File: src/rtl/snfcs_pkg.sv
package snfcs_pkg;

	typedef enum logic [1:0] {
		ACT_START = 2'd0,
		ACT_DATA  = 2'd1,
		ACT_REPLY = 2'd2,
		ACT_BAD   = 2'd3
	} action_t;

	typedef enum logic [1:0] {
		OP_READ    = 2'd0,
		OP_PROGRAM = 2'd1,
		OP_ERASE   = 2'd2,
		OP_IDENT   = 2'd3
	} operation_t;

	typedef enum logic [2:0] {
		K_SEND   = 3'd0,
		K_DESEL  = 3'd1,
		K_READ   = 3'd2,
		K_IDENT  = 3'd3,
		K_DONE   = 3'd4,
		K_REJECT = 3'd5
	} kind_t;

	typedef enum logic [2:0] {
		PH_IDLE,
		PH_READ_WAIT,
		PH_PROG_DATA,
		PH_PROG_POLL,
		PH_ERASE_ACK,
		PH_ERASE_POLL,
		PH_IDENT_WAIT
	} phase_t;

	// Frame sequences the back end expands into results
	typedef enum logic [4:0] {
		SQ_READ_START,
		SQ_READ_EMPTY,
		SQ_PAGE,
		SQ_DESEL_PAGE,
		SQ_SECTOR,
		SQ_DESEL_SECTOR,
		SQ_DONE,
		SQ_DESEL_DONE,
		SQ_IDENT_START,
		SQ_DATA,
		SQ_DATA_POLL,
		SQ_READ_MORE,
		SQ_READ_END,
		SQ_FILLER,
		SQ_POLL,
		SQ_IDENT_END,
		SQ_REJECT
	} seq_t;

	// Register indexes
	localparam logic [2:0] R_PROGRAM = 3'd0;
	localparam logic [2:0] R_READ    = 3'd1;
	localparam logic [2:0] R_ENABLE  = 3'd2;
	localparam logic [2:0] R_STATUS  = 3'd3;
	localparam logic [2:0] R_ERASE   = 3'd4;
	localparam logic [2:0] R_IDENT   = 3'd5;
	localparam logic [2:0] R_FILLER  = 3'd6;
	localparam logic [2:0] R_BUSY    = 3'd7;

	localparam int QDEPTH = 4;
	localparam int QPTR_W = 2;

	typedef struct packed {
		logic [1:0]  action;
		logic [1:0]  operation;
		logic [23:0] address;
		logic [15:0] length;
		logic [7:0]  data_byte;
	} req_t;

	typedef struct packed {
		logic [2:0]  kind;
		logic [7:0]  mosi_byte;
		logic        expects_reply;
		logic [23:0] host_value;
		logic        last;
	} rsp_t;

	typedef struct packed {
		logic [7:0] program_opcode;
		logic [7:0] read_opcode;
		logic [7:0] enable_opcode;
		logic [7:0] status_opcode;
		logic [7:0] erase_opcode;
		logic [7:0] ident_opcode;
		logic [7:0] filler_byte;
		logic [7:0] busy_mask;
	} cfg_t;

	typedef struct packed {
		seq_t        seq;
		logic [23:0] addr;
		logic [23:0] value;
	} desc_t;

	function automatic rsp_t mk(kind_t k, logic [7:0] b, logic r, logic [23:0] h, logic l);
		rsp_t x;
		x.kind          = k;
		x.mosi_byte     = b;
		x.expects_reply = r;
		x.host_value    = h;
		x.last          = l;
		return x;
	endfunction

	function automatic rsp_t send(logic [7:0] b, logic r, logic l);
		return mk(K_SEND, b, r, 24'd0, l);
	endfunction

	function automatic rsp_t plain(kind_t k, logic l);
		return mk(k, 8'd0, 1'b0, 24'd0, l);
	endfunction

	// Write enable, command byte and address; erase waits on the last address byte
	function automatic rsp_t cmd_frame(logic [2:0] st, logic [23:0] a, logic [7:0] en,
			logic [7:0] op, logic erase);
		rsp_t x;
		case (st)
			3'd0: x = send(en, 1'b0, 1'b0);
			3'd1: x = plain(K_DESEL, 1'b0);
			3'd2: x = send(op, 1'b0, 1'b0);
			3'd3: x = send(a[23:16], 1'b0, 1'b0);
			3'd4: x = send(a[15:8], 1'b0, 1'b0);
			3'd5: x = send(a[7:0], erase, 1'b1);
			default: x = plain(K_REJECT, 1'b1);
		endcase
		return x;
	endfunction

	// Deselect, status command, filler awaiting the status reply
	function automatic rsp_t poll_frame(logic [2:0] st, cfg_t c);
		rsp_t x;
		case (st)
			3'd0: x = plain(K_DESEL, 1'b0);
			3'd1: x = send(c.status_opcode, 1'b0, 1'b0);
			3'd2: x = send(c.filler_byte, 1'b1, 1'b1);
			default: x = plain(K_REJECT, 1'b1);
		endcase
		return x;
	endfunction

	function automatic rsp_t read_head(logic [2:0] st, logic [23:0] a, cfg_t c, logic empty);
		rsp_t x;
		case (st)
			3'd0: x = send(c.read_opcode, 1'b0, 1'b0);
			3'd1: x = send(a[23:16], 1'b0, 1'b0);
			3'd2: x = send(a[15:8], 1'b0, 1'b0);
			3'd3: x = send(a[7:0], 1'b0, 1'b0);
			3'd4: x = empty ? plain(K_DESEL, 1'b0) : send(c.filler_byte, 1'b1, 1'b1);
			3'd5: x = plain(K_DONE, 1'b1);
			default: x = plain(K_REJECT, 1'b1);
		endcase
		return x;
	endfunction

	// One result of a sequence, selected by step
	function automatic rsp_t expand(desc_t d, logic [2:0] st, cfg_t c);
		rsp_t x;
		logic [2:0] sm1;
		sm1 = st - 3'd1;
		case (d.seq)
			SQ_READ_START: x = read_head(st, d.addr, c, 1'b0);
			SQ_READ_EMPTY: x = read_head(st, d.addr, c, 1'b1);
			SQ_PAGE: x = cmd_frame(st, d.addr, c.enable_opcode, c.program_opcode, 1'b0);
			SQ_DESEL_PAGE: x = (st == 3'd0) ? plain(K_DESEL, 1'b0) :
				cmd_frame(sm1, d.addr, c.enable_opcode, c.program_opcode, 1'b0);
			SQ_SECTOR: x = cmd_frame(st, d.addr, c.enable_opcode, c.erase_opcode, 1'b1);
			SQ_DESEL_SECTOR: x = (st == 3'd0) ? plain(K_DESEL, 1'b0) :
				cmd_frame(sm1, d.addr, c.enable_opcode, c.erase_opcode, 1'b1);
			SQ_DONE: x = plain(K_DONE, 1'b1);
			SQ_DESEL_DONE: x = (st == 3'd0) ? plain(K_DESEL, 1'b0) : plain(K_DONE, 1'b1);
			SQ_IDENT_START: x = (st == 3'd0) ? send(c.ident_opcode, 1'b0, 1'b0) :
				send(c.filler_byte, 1'b1, 1'b1);
			SQ_DATA: x = send(d.value[7:0], 1'b0, 1'b1);
			SQ_DATA_POLL: x = (st == 3'd0) ? send(d.value[7:0], 1'b0, 1'b0) :
				poll_frame(sm1, c);
			SQ_READ_MORE: x = (st == 3'd0) ? mk(K_READ, 8'd0, 1'b0, d.value, 1'b0) :
				send(c.filler_byte, 1'b1, 1'b1);
			SQ_READ_END: begin
				case (st)
					3'd0: x = mk(K_READ, 8'd0, 1'b0, d.value, 1'b0);
					3'd1: x = plain(K_DESEL, 1'b0);
					default: x = plain(K_DONE, 1'b1);
				endcase
			end
			SQ_FILLER: x = send(c.filler_byte, 1'b1, 1'b1);
			SQ_POLL: x = poll_frame(st, c);
			SQ_IDENT_END: x = (st == 3'd0) ? plain(K_DESEL, 1'b0) :
				mk(K_IDENT, 8'd0, 1'b0, d.value, 1'b1);
			default: x = plain(K_REJECT, 1'b1);
		endcase
		return x;
	endfunction

endpackage

File: src/rtl/snfcs_front.sv
module snfcs_front #(
	parameter int PAGE_BYTES   = 256,
	parameter int SECTOR_BYTES = 4096
) (
	input  logic            clk,
	input  logic            arst_n,
	input  logic            take,
	input  snfcs_pkg::req_t req,
	input  snfcs_pkg::cfg_t cfg,
	output snfcs_pkg::desc_t desc
);
	import snfcs_pkg::*;

	localparam int PW = $clog2(PAGE_BYTES) + 1;

	phase_t       phase_q, phase_d;
	logic [23:0]  addr_q, addr_d;
	logic [15:0]  rem_q, rem_d;
	logic [PW-1:0] page_q, page_d;
	logic [23:0]  acc_q, acc_d;
	logic [1:0]   seen_q, seen_d;
	seq_t         seq;
	logic [23:0]  value;

	logic [PW-1:0] room_new, room_cur, pl_m1;
	logic [15:0]   rem_m1;
	logic [23:0]   acc_sh;
	logic [1:0]    seen_p1;
	logic          busy;

	assign room_new = PW'(PAGE_BYTES) - {1'b0, req.address[PW-2:0]};
	assign room_cur = PW'(PAGE_BYTES) - {1'b0, addr_q[PW-2:0]};
	assign pl_m1    = page_q - PW'(1);
	assign rem_m1   = rem_q - 16'd1;
	assign acc_sh   = {acc_q[15:0], req.data_byte};
	assign seen_p1  = seen_q + 2'd1;
	assign busy     = (req.data_byte & cfg.busy_mask) != 8'd0;

	// Classify the item into a frame sequence and update the datapath state
	always_comb begin
		seq    = SQ_REJECT;
		value  = {16'd0, req.data_byte};
		addr_d = addr_q;
		rem_d  = rem_q;
		page_d = page_q;
		acc_d  = acc_q;
		seen_d = seen_q;
		if (req.action == ACT_START && phase_q == PH_IDLE) begin
			addr_d = req.address;
			rem_d  = req.length;
			case (req.operation)
				OP_READ: seq = (req.length == 16'd0) ? SQ_READ_EMPTY : SQ_READ_START;
				OP_PROGRAM: begin
					seq = (req.length == 16'd0) ? SQ_DONE : SQ_PAGE;
					page_d = (req.length < {{(16-PW){1'b0}}, room_new}) ?
						req.length[PW-1:0] : room_new;
				end
				OP_ERASE: seq = (req.length == 16'd0) ? SQ_DONE : SQ_SECTOR;
				default: begin
					seq    = SQ_IDENT_START;
					acc_d  = 24'd0;
					seen_d = 2'd0;
				end
			endcase
		end else if (req.action == ACT_DATA && phase_q == PH_PROG_DATA) begin
			page_d = pl_m1;
			rem_d  = rem_m1;
			addr_d = addr_q + 24'd1;
			seq    = (pl_m1 == '0) ? SQ_DATA_POLL : SQ_DATA;
		end else if (req.action == ACT_REPLY) begin
			case (phase_q)
				PH_READ_WAIT: begin
					rem_d = rem_m1;
					seq   = (rem_m1 != 16'd0) ? SQ_READ_MORE : SQ_READ_END;
				end
				PH_PROG_POLL: begin
					if (busy) begin
						seq = SQ_FILLER;
					end else if (rem_q == 16'd0) begin
						seq = SQ_DESEL_DONE;
					end else begin
						seq = SQ_DESEL_PAGE;
						page_d = (rem_q < {{(16-PW){1'b0}}, room_cur}) ?
							rem_q[PW-1:0] : room_cur;
					end
				end
				PH_ERASE_ACK: seq = SQ_POLL;
				PH_ERASE_POLL: begin
					if (busy) begin
						seq = SQ_FILLER;
					end else begin
						rem_d  = rem_m1;
						addr_d = addr_q + 24'(SECTOR_BYTES);
						seq    = (rem_m1 == 16'd0) ? SQ_DESEL_DONE : SQ_DESEL_SECTOR;
					end
				end
				PH_IDENT_WAIT: begin
					acc_d  = acc_sh;
					seen_d = seen_p1;
					value  = acc_sh;
					seq    = (seen_p1 < 2'd3) ? SQ_FILLER : SQ_IDENT_END;
				end
				default: seq = SQ_REJECT;
			endcase
		end
	end

	// Advance the phase from the chosen sequence
	always_comb begin
		case (seq)
			SQ_READ_START:   phase_d = PH_READ_WAIT;
			SQ_PAGE, SQ_DESEL_PAGE: phase_d = PH_PROG_DATA;
			SQ_DATA_POLL:    phase_d = PH_PROG_POLL;
			SQ_SECTOR, SQ_DESEL_SECTOR: phase_d = PH_ERASE_ACK;
			SQ_POLL:         phase_d = PH_ERASE_POLL;
			SQ_IDENT_START:  phase_d = PH_IDENT_WAIT;
			SQ_READ_EMPTY, SQ_DONE, SQ_DESEL_DONE, SQ_READ_END, SQ_IDENT_END:
				phase_d = PH_IDLE;
			default:         phase_d = phase_q;
		endcase
	end

	assign desc.seq   = seq;
	assign desc.addr  = addr_d;
	assign desc.value = value;

	always_ff @(posedge clk or negedge arst_n) begin
		if (!arst_n) begin
			phase_q <= PH_IDLE;
			addr_q  <= '0;
			rem_q   <= '0;
			page_q  <= '0;
			acc_q   <= '0;
			seen_q  <= '0;
		end else if (take) begin
			phase_q <= phase_d;
			addr_q  <= addr_d;
			rem_q   <= rem_d;
			page_q  <= page_d;
			acc_q   <= acc_d;
			seen_q  <= seen_d;
		end
	end

endmodule

File: src/rtl/snfcs_queue.sv
module snfcs_queue (
	input  logic             clk,
	input  logic             arst_n,
	input  logic             wr,
	input  snfcs_pkg::desc_t wdata,
	output logic             full,
	input  logic             rd,
	output logic             valid,
	output snfcs_pkg::desc_t rdata
);
	import snfcs_pkg::*;

	desc_t             mem [QDEPTH];
	logic [QPTR_W-1:0] wp_q, rp_q;
	logic [QPTR_W:0]   cnt_q;

	assign full  = cnt_q == (QPTR_W+1)'(QDEPTH);
	assign valid = cnt_q != '0;
	assign rdata = mem[rp_q];

	// Store on write
	always_ff @(posedge clk) begin
		if (wr) begin
			mem[wp_q] <= wdata;
		end
	end

	// Advance pointers and hold the fill count
	always_ff @(posedge clk or negedge arst_n) begin
		if (!arst_n) begin
			wp_q  <= '0;
			rp_q  <= '0;
			cnt_q <= '0;
		end else begin
			if (wr) wp_q <= wp_q + 1'b1;
			if (rd) rp_q <= rp_q + 1'b1;
			cnt_q <= cnt_q + (QPTR_W+1)'(wr) - (QPTR_W+1)'(rd);
		end
	end

endmodule

File: src/rtl/snfcs_back.sv
module snfcs_back (
	input  logic             clk,
	input  logic             arst_n,
	input  logic             qvalid,
	input  snfcs_pkg::desc_t qdata,
	output logic             qpop,
	input  snfcs_pkg::cfg_t  cfg,
	output logic             empty,
	input  logic             pop,
	output snfcs_pkg::rsp_t  rsp
);
	import snfcs_pkg::*;

	logic [2:0] step_q;
	logic       vld_q;
	rsp_t       out_q;
	rsp_t       nxt;
	logic       load;

	assign nxt   = expand(qdata, step_q, cfg);
	assign load  = qvalid && (!vld_q || pop);
	assign qpop  = load && nxt.last;
	assign empty = !vld_q;
	assign rsp   = out_q;

	// Step through the sequence, one result per transfer slot
	always_ff @(posedge clk or negedge arst_n) begin
		if (!arst_n) begin
			step_q <= '0;
			vld_q  <= 1'b0;
		end else begin
			if (load) step_q <= nxt.last ? 3'd0 : step_q + 3'd1;
			if (load) vld_q <= 1'b1;
			else if (pop) vld_q <= 1'b0;
		end
	end

	// Hold the result until it is taken
	always_ff @(posedge clk) begin
		if (load) out_q <= nxt;
	end

endmodule

File: src/rtl/spi_nor_flash_command_sequencer.sv
// Channel   Handshake        Payload
// request   push / full      req  (action, operation, address, length, data_byte)
// result    pop / empty      rsp  (kind, mosi_byte, expects_reply, host_value, last)
// config    APB psel/penable paddr, pwdata, prdata (eight 8-bit registers)
//
// An item is classified in the cycle it is accepted; a request may enter every
// cycle while the descriptor queue (four entries) has room.
// The expander emits one result per cycle while results are popped; an item expands
// into 1 to 7 results, as set by the sequence stepper in the back end.
// Reset returns the phase to idle and registers to their defaults.
// A stalled result holds both sides once the queue fills.
module spi_nor_flash_command_sequencer #(
	parameter int PAGE_BYTES   = 256,
	parameter int SECTOR_BYTES = 4096
) (
	input  logic            clk,
	input  logic            arst_n,
	input  logic            push,
	output logic            full,
	input  snfcs_pkg::req_t req,
	output logic            empty,
	input  logic            pop,
	output snfcs_pkg::rsp_t rsp,
	input  logic            psel,
	input  logic            penable,
	input  logic            pwrite,
	input  logic [4:0]      paddr,
	input  logic [31:0]     pwdata,
	output logic [31:0]     prdata,
	output logic            pready
);
	import snfcs_pkg::*;

	cfg_t       cfg_q;
	desc_t      fdesc, qdesc;
	logic       take, qvalid, qpop;
	logic [2:0] ridx;
	logic [7:0] rval;

	assign take   = push && !full;
	assign pready = 1'b1;
	assign ridx   = paddr[4:2];

	// Write configuration registers
	always_ff @(posedge clk or negedge arst_n) begin
		if (!arst_n) begin
			cfg_q.program_opcode <= 8'h02;
			cfg_q.read_opcode    <= 8'h03;
			cfg_q.enable_opcode  <= 8'h06;
			cfg_q.status_opcode  <= 8'h05;
			cfg_q.erase_opcode   <= 8'h20;
			cfg_q.ident_opcode   <= 8'h9F;
			cfg_q.filler_byte    <= 8'hFF;
			cfg_q.busy_mask      <= 8'h01;
		end else if (psel && penable && pwrite) begin
			case (ridx)
				R_PROGRAM: cfg_q.program_opcode <= pwdata[7:0];
				R_READ:    cfg_q.read_opcode    <= pwdata[7:0];
				R_ENABLE:  cfg_q.enable_opcode  <= pwdata[7:0];
				R_STATUS:  cfg_q.status_opcode  <= pwdata[7:0];
				R_ERASE:   cfg_q.erase_opcode   <= pwdata[7:0];
				R_IDENT:   cfg_q.ident_opcode   <= pwdata[7:0];
				R_FILLER:  cfg_q.filler_byte    <= pwdata[7:0];
				default:   cfg_q.busy_mask      <= pwdata[7:0];
			endcase
		end
	end

	// Read back
	always_comb begin
		case (ridx)
			R_PROGRAM: rval = cfg_q.program_opcode;
			R_READ:    rval = cfg_q.read_opcode;
			R_ENABLE:  rval = cfg_q.enable_opcode;
			R_STATUS:  rval = cfg_q.status_opcode;
			R_ERASE:   rval = cfg_q.erase_opcode;
			R_IDENT:   rval = cfg_q.ident_opcode;
			R_FILLER:  rval = cfg_q.filler_byte;
			default:   rval = cfg_q.busy_mask;
		endcase
	end
	assign prdata = {24'd0, rval};

	snfcs_front #(
		.PAGE_BYTES   (PAGE_BYTES),
		.SECTOR_BYTES (SECTOR_BYTES)
	) u_front (
		.clk    (clk),
		.arst_n (arst_n),
		.take   (take),
		.req    (req),
		.cfg    (cfg_q),
		.desc   (fdesc)
	);

	snfcs_queue u_queue (
		.clk    (clk),
		.arst_n (arst_n),
		.wr     (take),
		.wdata  (fdesc),
		.full   (full),
		.rd     (qpop),
		.valid  (qvalid),
		.rdata  (qdesc)
	);

	snfcs_back u_back (
		.clk    (clk),
		.arst_n (arst_n),
		.qvalid (qvalid),
		.qdata  (qdesc),
		.qpop   (qpop),
		.cfg    (cfg_q),
		.empty  (empty),
		.pop    (pop),
		.rsp    (rsp)
	);

endmodule

File: config.mk
export PLATFORM = sky130hd
export DESIGN_NAME = spi_nor_flash_command_sequencer
export DESIGN_NICKNAME = d
export VERILOG_FILES = /design/src/rtl/snfcs_pkg.sv /design/src/rtl/snfcs_front.sv /design/src/rtl/snfcs_queue.sv /design/src/rtl/snfcs_back.sv /design/src/rtl/spi_nor_flash_command_sequencer.sv
export SDC_FILE = /design/constraint.sdc
export NUM_CORES = 1
export LEC_CHECK = 0
export BUFFER_PORTS_ARGS = -buffer_cell sky130_fd_sc_hd__buf_2
export CORE_MARGIN = 2
export CORE_UTILIZATION = 67
export CTS_BUF_LIST = sky130_fd_sc_hd__clkbuf_8
export CTS_CLUSTER_DIAMETER = 30
export DETAILED_ROUTE_END_ITERATION = 12
export PLACE_DENSITY_LB_ADDON = 0.08
export SLEW_MARGIN = 5
export SYNTH_ARGS = -nofsm -noshare
export SYNTH_HDL_FRONTEND = slang
export SYNTH_HIERARCHICAL = 1
export SYNTH_SLANG_ARGS = --single-unit
export TNS_END_PERCENT = 20
File: constraint.sdc
create_clock -name clk -period 6.3 [get_ports clk]
set_clock_uncertainty 0.05 [all_clocks]
set_input_delay 1.26 -clock clk [delete_from_list [all_inputs] [get_ports clk]]
set_output_delay 1.26 -clock clk [all_outputs]
set_load 0.05 [all_outputs]
==> summary.txt <==
Synth
  • Yosys top cell by area: edfxtp_1
  • Cell variety after synth: 98
  • Seq/Total Area, Yosys: 0.529
  • Synth top area share: 0.355
  • Seq cells post-synth: 394
  • Yosys Warn Count: 6
  • Largest cells by area after synthesis: edfxtp_1, dfrtp_1, mux2_2, mux4_2, dfstp_2
  • Ys flop type: edfxtp_1
  • Syn Inst Count: 1,750
  • Number of synthesized flops with an enable pin: 249
  • Share of flip-flops with an asynchronous set or reset: 0.368
  • Cell area after synthesis: ~21,000 sq um
  • Avg Inst Size Synth: 12.0 sq um

Detailed routing
  • Wire length per cell: 22.9 um
  • Final WL: 53,100 um
  • Via density: between 6 and 7
  • Drt pass-1 iters: 8
  • DRC viols: 0
  • Via count: between 15,000 and 20,000
  • DR iter-0 viols: 1,875
  • Antenna-violating nets left: 0

STA
  • Slew Viols, Final: 0
  • Final worst slack: around 1400 ps
  • Worst hold slack: 423 ps
  • Setup tns final: 0 ps
  • Worst Tran Pin Value: 1120 ps
  • Crit path time final: slightly below 5000 ps
  • Final Cycle Share: 0.772
  • Final Hold Fails: 0
  • FMAX: 206 MHz
  • RSZ-0062 raised after global routing: false
  • # setup viols final: 0
  • Slew headroom: 0.248

Clocking
  • H-tree depth: 3
  • Hold buffer count at cts: 0
  • CTS tree: yes
  • Setup Fix Bufs, Post-CTS: 0
  • Clock sinks: 394
  • Clock Root Buffer: clkbuf_8
  • Worst skew pair latency: 630 ps
  • Max clock buf depth: 3
  • Clock buffer count from CTS: 83
  • Post-CTS sizing: 0
  • Clock Pin Slew Worst Setup and Hold Paths: 60 ps

Placed design
  • Setup WS pre-CTS: ~1500 ps
  • Gpl congestion: 0.943
  • Port bufs: 116
  • DP HPWL: between 30,000 and 40,000 um
  • Placed cell count: 2,162

Critical path
  • Critical Path RT: just under 7000 ps
  • Critical Path Source Type: register
  • Crit Path Class: register to register
  • Worst Path Max Fanout: 32
  • Worst Path Arrival: roughly 5300 ps
  • Setup crit end kind: register

Power and ir drop
  • Power Density: 493 nW/um^2
  • Leak pwr: 8.96 nW
  • Peak VDD IR: 333 uV

Floorplanning
  • Die ar.: ~33,000 sq um
  • Die width: between 150 and 200 um
  • CORE AREA: 30,700 sq um
  • Die height: approximately 180 um
  • Initial core utilization: 0.684
  • Rows: 64
  • Top-Level Pins: between 150 and 200

Global route
  • Vias in the first global route: 14,900
  • Largest net degree at the start of global routing: ~110
  • GRT Resource Usage Total: 0.329
  • First-pass GRT wire length: 83,600 um
  • GRT overflow: 0
  • Initial antenna violation count: 2

Final layout
  • Area grow syn2layout: 11.3%
  • Fin nets: just under 2,000
  • Non-Filler Instances: ~2,300
  • Layout cells sized above 1: 0.258
  • Inserted Diodes: 0

Run status
  • Status: completed

Hold path
  • Hold Path Class: register to register

Flow run
  • Max Cap Viol: 0
[worst paths after layout]
check	startpoint	to	slack (ps)	cells past startpoint
hold / removal	u_front/acc_q[10]$_DFFE_PN0P_	u_front/acc_q[10]$_DFFE_PN0P_	420	2
hold reg to reg	u_front/acc_q[10]$_DFFE_PN0P_	u_front/acc_q[10]$_DFFE_PN0P_	420	2
setup reg to reg	u_queue/rp_q[0]$_DFFE_PN0P_	u_queue/cnt_q[2]$_DFF_PN0_	1440	11
min in group asynchronous	arst_n	u_front/acc_q[9]$_DFFE_PN0P_	700	1
max in group asynchronous	arst_n	u_queue/wp_q[0]$_DFFE_PN0P_	4300	2
setup / recovery	u_queue/rp_q[0]$_DFFE_PN0P_	u_queue/cnt_q[2]$_DFF_PN0_	1440	11
[worst max-delay path: stages (launching register included)]
cell,delay (ps)
dfrtp_4,850
mux4_1,920
or3b_1,600
nor4_4,480
nand2_1,100
o211a_2,220
a31oi_1,500
ha_1,220
inv_1,40
ha_1,180
fa_1,400
xnor2_1,140
[cells by family (layout without fill, tap and decap cells)]
family	after synthesis	after routing	synth area share
AO/OA/AOI/OAI	388	388	0.129
XOR/XNOR	46	46	0.0195
adder cells (fa/ha/maj)	40	40	0.0239
buffers and inverters	192	340	0.0480
flip-flops	394	394	0.529
multiplexers	170	170	0.120
other	2	25	0.000357
AND/OR/NAND/NOR	518	518	0.130
[layer usage]
metal / track usage / share of wire
met1: 0.462 / 0.41
met2: 0.513 / 0.47
met3: 0.0665 / 0.092
met4: 0.122 / 0.034
met5: 0 / 0.00051
[through the flow]
step           total power, mW  cell area (sq um)  utilization
6_report                  11.5              23400        0.761
5_1_grt                   12.2              23400        0.761
3_5_place_dp              8.56              21600        0.701
3_3_place_gp              8.41              21600        0.701
4_1_cts                   11.5              23400        0.761
2_1_floorplan             7.47              21100            -
[cell usage after synthesis, types with 9 or more instances]
cell type,instances
dfstp_2,23
a31oi_1,21
nand2b_1,18
nor2_1,80
mux2_2,100
ha_1,37
buf_2,28
a211oi_1,12
clkbuf_1,63
a22oi_1,32
nor2b_1,16
nand4_1,15
mux4_2,49
o22a_1,10
o22ai_1,14
and2_1,52
nor4_1,9
nor3_1,45
mux2i_1,15
a21oi_1,63
dfrtp_1,122
buf_4,34
edfxtp_1,249
a221oi_1,15
o211ai_1,10
o21ai_0,87
nand2_1,149
xor2_1,19
nand3_1,50
and3_1,14
a222oi_1,17
or3_1,14
inv_1,49
xnor2_1,26
[cell type report]
| class | instances | area [sq um] |
|---|---|---|
| Fill cell | 1932 | 7340 |
| Inverter | 49 | 184 |
| Tap cell | 396 | 495 |
| Sequential cell | 394 | 11100 |
| Timing Repair Buffer | 136 | 737 |
| Multi-Input combinational cell | 1187 | 9000 |
| Clock buffer | 89 | 1220 |
| Clock inverter | 66 | 626 |
[power breakdown]
group	internal (mW)	total (mW)	leakage, nW	switching, mW
logic	1.57	4.29	3.85	2.72
registers	3.66	4.33	4.13	0.665
clock network	1.72	2.93	0.973	1.20
total	6.96	11.5	8.96	4.59
[layout by cell type (no fill, tap or decap), types with 21 or more instances in the layout]
cell type and n:
o21ai_0 87, nand2_1 149, conb_1 25, buf_2 115
nor3_1 44, dfstp_2 23, dfrtp_1 120, a31oi_1 21
a22oi_1 32, edfxtp_1 249, mux2_2 100, a21oi_1 63
nor2_1 79, inv_1 63, xnor2_1 26, mux4_2 49
and2_1 48, ha_1 37, nand3_1 50, clkbuf_8 89
[state kept, by name (all words and copies together), names as in the netlist]
register and count:
u_queue/mem 212, u_queue/wp_q 2, u_front/acc_q 16, cfg_q 64, u_front/seen_q 2, u_front/rem_q 16
u_front/page_q 9, u_front/addr_q 24, u_back/step_q 3, u_back/rsp 37, u_front/phase_q 3, u_queue/cnt_q 3
u_queue/rp_q 2, u_back/vld_q 1
Power figures use the tool's default switching activity.
